$ cat src/rtl/core/rpn_pkg.sv
// shared types and constants of the reverse polish stack evaluator
package rpn_pkg;

  // stack geometry
  localparam int STACK_DEPTH = 16;
  localparam int CNT_W       = $clog2(STACK_DEPTH + 1);
  localparam int PTR_W       = $clog2(STACK_DEPTH);

  // data path
  localparam int DATA_W    = 32;
  localparam int DIV_STEPS = DATA_W;
  localparam int DCNT_W    = $clog2(DIV_STEPS);
  localparam logic [3:0] MAX_DIGIT = 4'd9;

  // token opcodes
  typedef enum logic [2:0] {
    OP_PUSH = 3'd0,
    OP_ADD  = 3'd1,
    OP_SUB  = 3'd2,
    OP_MUL  = 3'd3,
    OP_DIV  = 3'd4,
    OP_END  = 3'd5
  } opcode_e;

  // result status codes
  typedef enum logic [2:0] {
    ST_OK        = 3'd0,
    ST_UNDERFLOW = 3'd1,
    ST_DIVZERO   = 3'd2,
    ST_OVERFLOW  = 3'd3,
    ST_BADFINAL  = 3'd4
  } status_e;

  // input request
  typedef struct packed {
    logic [2:0] opcode;
    logic [3:0] digit;
  } in_t;

  // result request
  typedef struct packed {
    logic signed [31:0] value;
    logic [2:0]         status;
    logic               done_res;
  } out_t;

endpackage

$ cat src/rtl/core/rpn_stack_evaluator.sv
// reverse polish integer evaluator with a memory stack and a shared iterative unit
//
//   channel | direction | handshake                 | payload
//   --------+-----------+---------------------------+----------------------------
//   in      | input     | in_valid_i / in_stall_o   | in_data_i  (opcode, digit)
//   out     | output    | out_valid_o / out_stall_i | out_data_o (value, status, done_res)
//
// push, end, ignored and error-blocked tokens go from idle straight to the done state;
// add, subtract and multiply read the left operand from stack memory and finish in exec.
// divide: the shared adder runs one restoring quotient bit per cycle over all 32 bits
// and then negates the quotient when the signs differ; a zero divisor is rejected in exec.
// reset clears the stack count, the sticky error and the result register valid.
// one token is in work at a time; a result waits in the output register under stall
// and the next token is taken as soon as the current one has left for that register.
module rpn_stack_evaluator
  import rpn_pkg::*;
(
  input  logic clk_i,
  input  logic rst_ni,
  input  logic in_valid_i,
  output logic in_stall_o,
  input  in_t  in_data_i,
  output logic out_valid_o,
  input  logic out_stall_i,
  output out_t out_data_o
);

  // one-hot sequencer states
  typedef enum logic [5:0] {
    S_IDLE = 6'b000001,
    S_EXEC = 6'b000010,
    S_DIV  = 6'b000100,
    S_FIX  = 6'b001000,
    S_DONE = 6'b010000,
    S_SPARE = 6'b100000
  } state_e;

  state_e state_q, state_d;
  logic [CNT_W-1:0] count_q, count_d;
  status_e sticky_q, sticky_d;
  logic out_valid_q, out_valid_d;
  logic [DCNT_W-1:0] div_cnt_q, div_cnt_d;

  logic [DATA_W-1:0] top_q, top_d;
  in_t tok_q, tok_d;
  logic is_end_q, is_end_d;
  logic [DATA_W-1:0] end_val_q, end_val_d;
  status_e end_st_q, end_st_d;
  logic [DATA_W-1:0] rem_q, rem_d;
  logic [DATA_W-1:0] quo_q, quo_d;
  logic [DATA_W-1:0] den_q, den_d;
  logic neg_q, neg_d;
  out_t out_data_q;

  // stack memory
  logic [DATA_W-1:0] stack_mem [STACK_DEPTH];
  logic [DATA_W-1:0] rd_q;
  logic              rd_en;
  logic              wr_en;
  logic [PTR_W-1:0]  wr_addr;
  logic [DATA_W-1:0] wr_data;
  logic [PTR_W-1:0]  lhs_addr;

  // shared adder
  logic [DATA_W+1:0] add_a, add_b, add_sum;
  logic              add_sub;

  logic [DATA_W-1:0] lhs, rhs, mul_lo, res, lhs_mag, rhs_mag, push_val;
  logic accept, out_load;
  out_t out_next;

  assign lhs      = rd_q;
  assign rhs      = top_q;
  assign lhs_addr = PTR_W'(count_q - CNT_W'(2));
  assign accept   = in_valid_i && (state_q == S_IDLE);
  assign in_stall_o = (state_q != S_IDLE);
  assign out_load = (state_q == S_DONE) && (!out_valid_q || !out_stall_i);

  // operand magnitudes for the divider and the saturated push digit
  assign lhs_mag  = lhs[DATA_W-1] ? (~lhs + DATA_W'(1)) : lhs;
  assign rhs_mag  = rhs[DATA_W-1] ? (~rhs + DATA_W'(1)) : rhs;
  assign push_val = DATA_W'((in_data_i.digit > MAX_DIGIT) ? MAX_DIGIT : in_data_i.digit);

  // low half product, registered into the top of stack
  assign mul_lo = DATA_W'(lhs * rhs);

  // shared add, subtract, trial subtract and quotient negate
  always_comb begin
    add_a   = {2'b00, lhs};
    add_b   = {2'b00, rhs};
    add_sub = (tok_q.opcode == OP_SUB);
    if (state_q == S_DIV) begin
      add_a   = {1'b0, rem_q, quo_q[DATA_W-1]};
      add_b   = {2'b00, den_q};
      add_sub = 1'b1;
    end else if (state_q == S_FIX) begin
      add_a   = '0;
      add_b   = {2'b00, quo_q};
      add_sub = 1'b1;
    end
    add_sum = add_a + (add_sub ? ~add_b : add_b) + {{(DATA_W+1){1'b0}}, add_sub};
  end

  // sequencer and data path next state
  always_comb begin
    state_d   = state_q;
    count_d   = count_q;
    sticky_d  = sticky_q;
    div_cnt_d = div_cnt_q;
    top_d     = top_q;
    tok_d     = tok_q;
    is_end_d  = is_end_q;
    end_val_d = end_val_q;
    end_st_d  = end_st_q;
    rem_d     = rem_q;
    quo_d     = quo_q;
    den_d     = den_q;
    neg_d     = neg_q;
    rd_en     = 1'b0;
    wr_en     = 1'b0;
    res       = quo_q;
    wr_addr   = lhs_addr;
    wr_data   = res;

    unique case (state_q)
      S_IDLE: begin
        if (accept) begin
          tok_d    = in_data_i;
          is_end_d = (in_data_i.opcode == OP_END);
          state_d  = S_DONE;
          if (in_data_i.opcode == OP_END) begin
            // final report, then the stack and the error clear
            if (sticky_q != ST_OK) begin
              end_st_d = sticky_q;
            end else if (count_q != CNT_W'(1)) begin
              end_st_d = ST_BADFINAL;
            end else begin
              end_st_d = ST_OK;
            end
            end_val_d = ((sticky_q == ST_OK) && (count_q == CNT_W'(1))) ? top_q : '0;
            count_d   = '0;
            sticky_d  = ST_OK;
          end else if (sticky_q == ST_OK) begin
            unique case (in_data_i.opcode) inside
              OP_PUSH: begin
                if (count_q >= CNT_W'(STACK_DEPTH)) begin
                  sticky_d = ST_OVERFLOW;
                end else begin
                  wr_en   = 1'b1;
                  wr_addr = count_q[PTR_W-1:0];
                  wr_data = push_val;
                  top_d   = push_val;
                  count_d = count_q + CNT_W'(1);
                end
              end
              OP_ADD, OP_SUB, OP_MUL, OP_DIV: begin
                if (count_q < CNT_W'(2)) begin
                  sticky_d = ST_UNDERFLOW;
                end else begin
                  rd_en   = 1'b1;
                  state_d = S_EXEC;
                end
              end
              default: begin
              end
            endcase
          end
        end
      end
      S_EXEC: begin
        unique case (tok_q.opcode) inside
          OP_ADD, OP_SUB, OP_MUL: begin
            res     = (tok_q.opcode == OP_MUL) ? mul_lo : add_sum[DATA_W-1:0];
            wr_en   = 1'b1;
            wr_data = res;
            top_d   = res;
            count_d = count_q - CNT_W'(1);
            state_d = S_DONE;
          end
          default: begin
            // divide: reject a zero divisor, else load the iterative unit
            if (rhs == '0) begin
              sticky_d = ST_DIVZERO;
              state_d  = S_DONE;
            end else begin
              rem_d     = '0;
              quo_d     = lhs_mag;
              den_d     = rhs_mag;
              neg_d     = lhs[DATA_W-1] ^ rhs[DATA_W-1];
              div_cnt_d = '0;
              state_d   = S_DIV;
            end
          end
        endcase
      end
      S_DIV: begin
        // one restoring quotient bit a cycle
        if (!add_sum[DATA_W+1]) begin
          rem_d = add_sum[DATA_W-1:0];
          quo_d = {quo_q[DATA_W-2:0], 1'b1};
        end else begin
          rem_d = {rem_q[DATA_W-2:0], quo_q[DATA_W-1]};
          quo_d = {quo_q[DATA_W-2:0], 1'b0};
        end
        div_cnt_d = div_cnt_q + DCNT_W'(1);
        if (div_cnt_q == DCNT_W'(DIV_STEPS - 1)) begin
          state_d = S_FIX;
        end
      end
      S_FIX: begin
        res     = neg_q ? add_sum[DATA_W-1:0] : quo_q;
        wr_en   = 1'b1;
        wr_data = res;
        top_d   = res;
        count_d = count_q - CNT_W'(1);
        state_d = S_DONE;
      end
      S_DONE: begin
        if (out_load) begin
          state_d = S_IDLE;
        end
      end
      default: begin
        state_d = S_IDLE;
      end
    endcase
  end

  // result assembly
  always_comb begin
    if (is_end_q) begin
      out_next.value    = end_val_q;
      out_next.status   = end_st_q;
      out_next.done_res = 1'b1;
    end else begin
      out_next.value    = (count_q != '0) ? top_q : '0;
      out_next.status   = sticky_q;
      out_next.done_res = 1'b0;
    end
  end

  // output valid
  always_comb begin
    out_valid_d = out_valid_q;
    if (out_load) begin
      out_valid_d = 1'b1;
    end else if (out_valid_q && !out_stall_i) begin
      out_valid_d = 1'b0;
    end
  end

  // control registers
  always_ff @(posedge clk_i or negedge rst_ni) begin
    if (!rst_ni) begin
      state_q     <= S_IDLE;
      count_q     <= '0;
      sticky_q    <= ST_OK;
      out_valid_q <= 1'b0;
      div_cnt_q   <= '0;
    end else begin
      state_q     <= state_d;
      count_q     <= count_d;
      sticky_q    <= sticky_d;
      out_valid_q <= out_valid_d;
      div_cnt_q   <= div_cnt_d;
    end
  end

  // data path registers
  always_ff @(posedge clk_i) begin
    top_q     <= top_d;
    tok_q     <= tok_d;
    is_end_q  <= is_end_d;
    end_val_q <= end_val_d;
    end_st_q  <= end_st_d;
    rem_q     <= rem_d;
    quo_q     <= quo_d;
    den_q     <= den_d;
    neg_q     <= neg_d;
    if (out_load) begin
      out_data_q <= out_next;
    end
  end

  // stack memory, one write and one registered read
  always_ff @(posedge clk_i) begin
    if (wr_en) begin
      stack_mem[wr_addr] <= wr_data;
    end
    if (rd_en) begin
      rd_q <= stack_mem[lhs_addr];
    end
  end

  assign out_valid_o = out_valid_q;
  assign out_data_o  = out_data_q;

endmodule

$ cat config.mk
export PLATFORM = sky130hd
export DESIGN_NAME = rpn_stack_evaluator
export DESIGN_NICKNAME = d
export VERILOG_FILES = /design/src/rtl/core/rpn_pkg.sv /design/src/rtl/core/rpn_stack_evaluator.sv
export SDC_FILE = /design/constraint.sdc
export NUM_CORES = 2
export LEC_CHECK = 0
export ABC_AREA = 1
export BUFFER_PORTS_ARGS = -buffer_cell sky130_fd_sc_hd__buf_2
export CORE_MARGIN = 2
export CORE_UTILIZATION = 55
export CTS_BUF_LIST = sky130_fd_sc_hd__clkbuf_8
export DETAILED_ROUTE_END_ITERATION = 16
export HOLD_SLACK_MARGIN = 0.06
export PLACE_DENSITY = 0.72
export SLEW_MARGIN = 20
export SYNTH_ARGS = -nofsm -noshare
export SYNTH_HDL_FRONTEND = slang
export SYNTH_SLANG_ARGS = --single-unit
export TNS_END_PERCENT = 20
$ cat constraint.sdc
create_clock -name clk_i -period 8.5 [get_ports clk_i]
set_input_delay 0.425 -clock clk_i [delete_from_list [all_inputs] [get_ports clk_i]]
set_output_delay 0.425 -clock clk_i [all_outputs]
set_load 0.01 [all_outputs]
==> Flow_metrics.wiki <==
{| class="wikitable"
! Metric !! Value
|-
| Outcome || finished, final reports clean
|-
| Syn_area_per_cell || 9.35 µm²
|-
| Routed WL per cell || 23.2 µm
|-
| Detailed Routing Iterations Pass 1 || 9
|-
| Number of rows created at floorplan || 113
|-
| Length in cells of the worst reg-to-reg path || 25
|-
| Clock transition time at the flip-flop clock pins of the worst setup and hold paths || 0.06 ns
|-
| Antenna violations before repair || 5
|-
| Multi-input gate area in the final layout || 0.0249 mm²
|-
| Number of unique standard cell types used by synthesis || 65
|-
| Nets@finish || 6211
|-
| Gate count after technology mapping || 5622
|-
| Worst path required time || 9.09 ns
|-
| Residual antenna-violating net count after detailed routing || 0
|-
| Seq. cell area || 0.0229 mm²
|-
| Estimated wirelength of the detail-placed design || 112000 µm
|-
| Maximum clock insertion buffer count || 3
|-
| All-Layer GR Usage || 33.3%
|-
| Worst slew pin tran || 1.14 ns
|-
| Launch instance of the worst register-to-register path || rhs[6]
|-
| Total detailed-routing wirelength || 162000 µm
|-
| Total count of hold-check failures in the final report || 0
|-
| PostCTS Resize Cnt || 0
|-
| Clock root buffer || sky130_fd_sc_hd__clkbuf_8
|-
| Summed instance area of the synthesized netlist || 0.0526 mm²
|-
| Area grow syn2layout || 8.30%
|-
| Count of pins over their slew limit || 0
|-
| Total Negative Setup Slacks || 0 ns
|-
| Start-to-end type of the worst setup path || register to register
|-
| Data arrival time of the critical path || 8.88 ns
|-
| Wire length of the first global-routing pass || 246000 µm
|-
| Nets in the synthesized netlist || 6206
|-
| Cell type group with the largest total delay on the critical path || adder cells
|-
| Portion of synthesized cell area occupied by the leading cell type || 42.7%
|-
| Commonest register cell after synthesis || sky130_fd_sc_hd__edfxtp_1
|-
| End of the worst register-to-register path || stack_mem[9][21]
|-
| Worst min-delay path category || primary input to async pin
|-
| Fin crit share || 97.5%
|-
| CP Buf/Inv Count || 6
|-
| Starting density of the core || 55.4%
|-
| Leading cell types by total area after synthesis || sky130_fd_sc_hd__edfxtp_1 43%, sky130_fd_sc_hd__fa_1 16%, sky130_fd_sc_hd__nand2_1 8.1%
|-
| Max Clk Rate || 121 MHz
|-
| Dominant cell by count in the synthesized netlist || sky130_fd_sc_hd__nand2_1
|-
| Fillers || 7982
|-
| Critical path startpoint category || register
|-
| RSZ-0062 raised after global routing || no
|-
| Number of flops mapped to enable cells by yosys || 748
|-
| Worst-path maximum fanout || 20
|-
| Insertion delay of the later-clocked pin in the worst-skew pair || 0.80 ns
|-
| Total overflow reported by the global router || 0
|-
| Largest area contributor in the netlist || sky130_fd_sc_hd__edfxtp_1
|-
| Most numerous cell on the critical path || sky130_fd_sc_hd__fa_1
|-
| Area of the core || 0.0949 mm²
|-
| Die X-Extent || 313 µm
|-
| CP Capture Type || register
|-
| Register area share after synthesis || 43.6%
|-
| Largest net degree at the start of global routing || 112
|-
| Htree depth || 3
|-
| Synthesis-stage register bit count || 766
|-
| Via count of the first global-routing pass || 40600
|-
| Total clock sinks || 766
|-
| Slowest stage cell on the critical path || sky130_fd_sc_hd__edfxtp_1
|-
| Average vias per placed instance || 5.93
|-
| DR DRC count || 0
|-
| Share of final-layout standard cells stronger than drive strength 1 || 7.73%
|-
| Top-level port count || 49
|-
| First-iteration detailed-routing DRC count || 5243
|-
| Post-route setup slack || 0.210 ns
|-
| Vias || 41400
|-
| Max-capacitance violation count || 0
|-
| Post-synthesis async set-or-reset flop share || 2.35%
|-
| Largest stage delay on the critical path || 0.91 ns
|-
| Number of buffers inserted by port buffering || 48
|-
| CTS buffer count || 120
|-
| Worst setup endpoint || stack_mem[9][21]
|-
| Total stage count of the critical path || 25
|-
| Placer's final routability congestion estimate || 1.00
|-
| Clock tree from TritonCTS || yes
|-
| R2R Setup Slk || 0.21 ns
|-
| Critical Path Source || rhs[6]
|-
| Final period demand of the worst path || 8.29 ns
|-
| Die Outline Area || 0.0981 mm²
|-
| Total of warnings raised by yosys || 0
|-
| Minimum setup slack after placement || 0.483 ns
|-
| Die height || 313 µm
|-
| Slew Limit Headroom || 24.2%
|-
| Total setup violations reported at the end of the flow || 0
|-
| Max Clock Skew || 0.0563 ns
|-
| Most used standard cells in the synthesized netlist || 1139 x sky130_fd_sc_hd__nand2_1, 982 x sky130_fd_sc_hd__inv_1, 748 x sky130_fd_sc_hd__edfxtp_1, 484 x sky130_fd_sc_hd__nor2_1, 465 x sky130_fd_sc_hd__o21ai_0
|}
[flip-flops by register name, indices dropped and copies added (netlist names), 32 cells and up]
signal      flops
rem_q          32
lhs            32
end_val_q      32
out_data_o     36
quo_q          32
rhs            32
stack_mem     512
den_q          32
[cell usage in the layout, fill, tap and decap left out, drive strengths merged, types with 25 or more instances in the layout]
| cell type | instances |
|---|---|
| clkbuf | 122 |
| nor3 | 30 |
| xor2 | 109 |
| ha | 164 |
| fa | 409 |
| nand4 | 25 |
| inv | 1038 |
| nor2 | 489 |
| o22ai | 64 |
| nand3 | 226 |
| o221ai | 100 |
| nand2 | 1147 |
| o21ai | 469 |
| buf | 203 |
| edfxtp | 748 |
| clkinv | 39 |
| o211ai | 59 |
| a21oi | 125 |
[worst min path at each step]
stage / start / to / slack, ns / depth (start not counted)
CTS: rst_ni / count_q[2] / 0.07 / 2
global route: rst_ni / div_cnt_q[2] / 0.15 / 2
floorplan: rst_ni / count_q[0] / 0.13 / 0
detailed placement: rst_ni / count_q[1] / 0.39 / 1
finish: rst_ni / count_q[1] / 0.12 / 2
global placement: rst_ni / count_q[1] / 0.38 / 1
[final cells by class]
type                       instances  area share [%]
multi-input combinational       3538            43.7
sequential                       766            40.3
inverter                         992            6.55
clock buffer                     122            2.95
tap                             1265            2.78
timing repair buffer             209            2.74
clock inverter                    94            1.05
antenna                            1         0.00440
[per-layer routing]
layer	wire, µm	global-route usage, %	vias up
met5	167	0	-
met4	9050	16.4	4
met3	17000	6.05	504
met2	73100	51.5	2585
met1	63100	45.7	20100
li1	-	-	18300
[timing repair]
action                                  in CTS  in global routing
endpoints found under the setup margin       0                  5
hold buffers                                 6                  0
buffers inserted                             0                  3
endpoints found under the hold margin       28                  0
[per-stage QoR]
| step | utilization (%) | std cells | hold slack (ns) | instance area (µm²) |
|---|---|---|---|---|
| 2_1_floorplan | - | 5622 | 0.129 | 52600 |
| 3_3_place_gp | 57.5 | 6759 | 0.380 | 54500 |
| 3_5_place_dp | 57.5 | 6759 | 0.388 | 54500 |
| 4_1_cts | 59.9 | 6981 | 0.0732 | 56800 |
| 5_1_grt | 60.0 | 6987 | 0.154 | 56900 |
| 6_report | 60.0 | 6987 | 0.119 | 56900 |
[kinds of logic after synthesis]
family | Yosys count | synth area share, %
DFF | 766 | 43.6
and+or+nand+nor | 1940 | 15.0
AOI/OAI and AO/OA | 895 | 10.3
muxes | 1 | 0.0190
adders and majority gates | 573 | 19.5
buffers and inverters | 1318 | 9.51
xor gates and xnor gates | 129 | 2.15
Power is left out: the tool's default activity adds up to more than one toggle a clock period on the data nets, which glitch-free logic cannot reach.
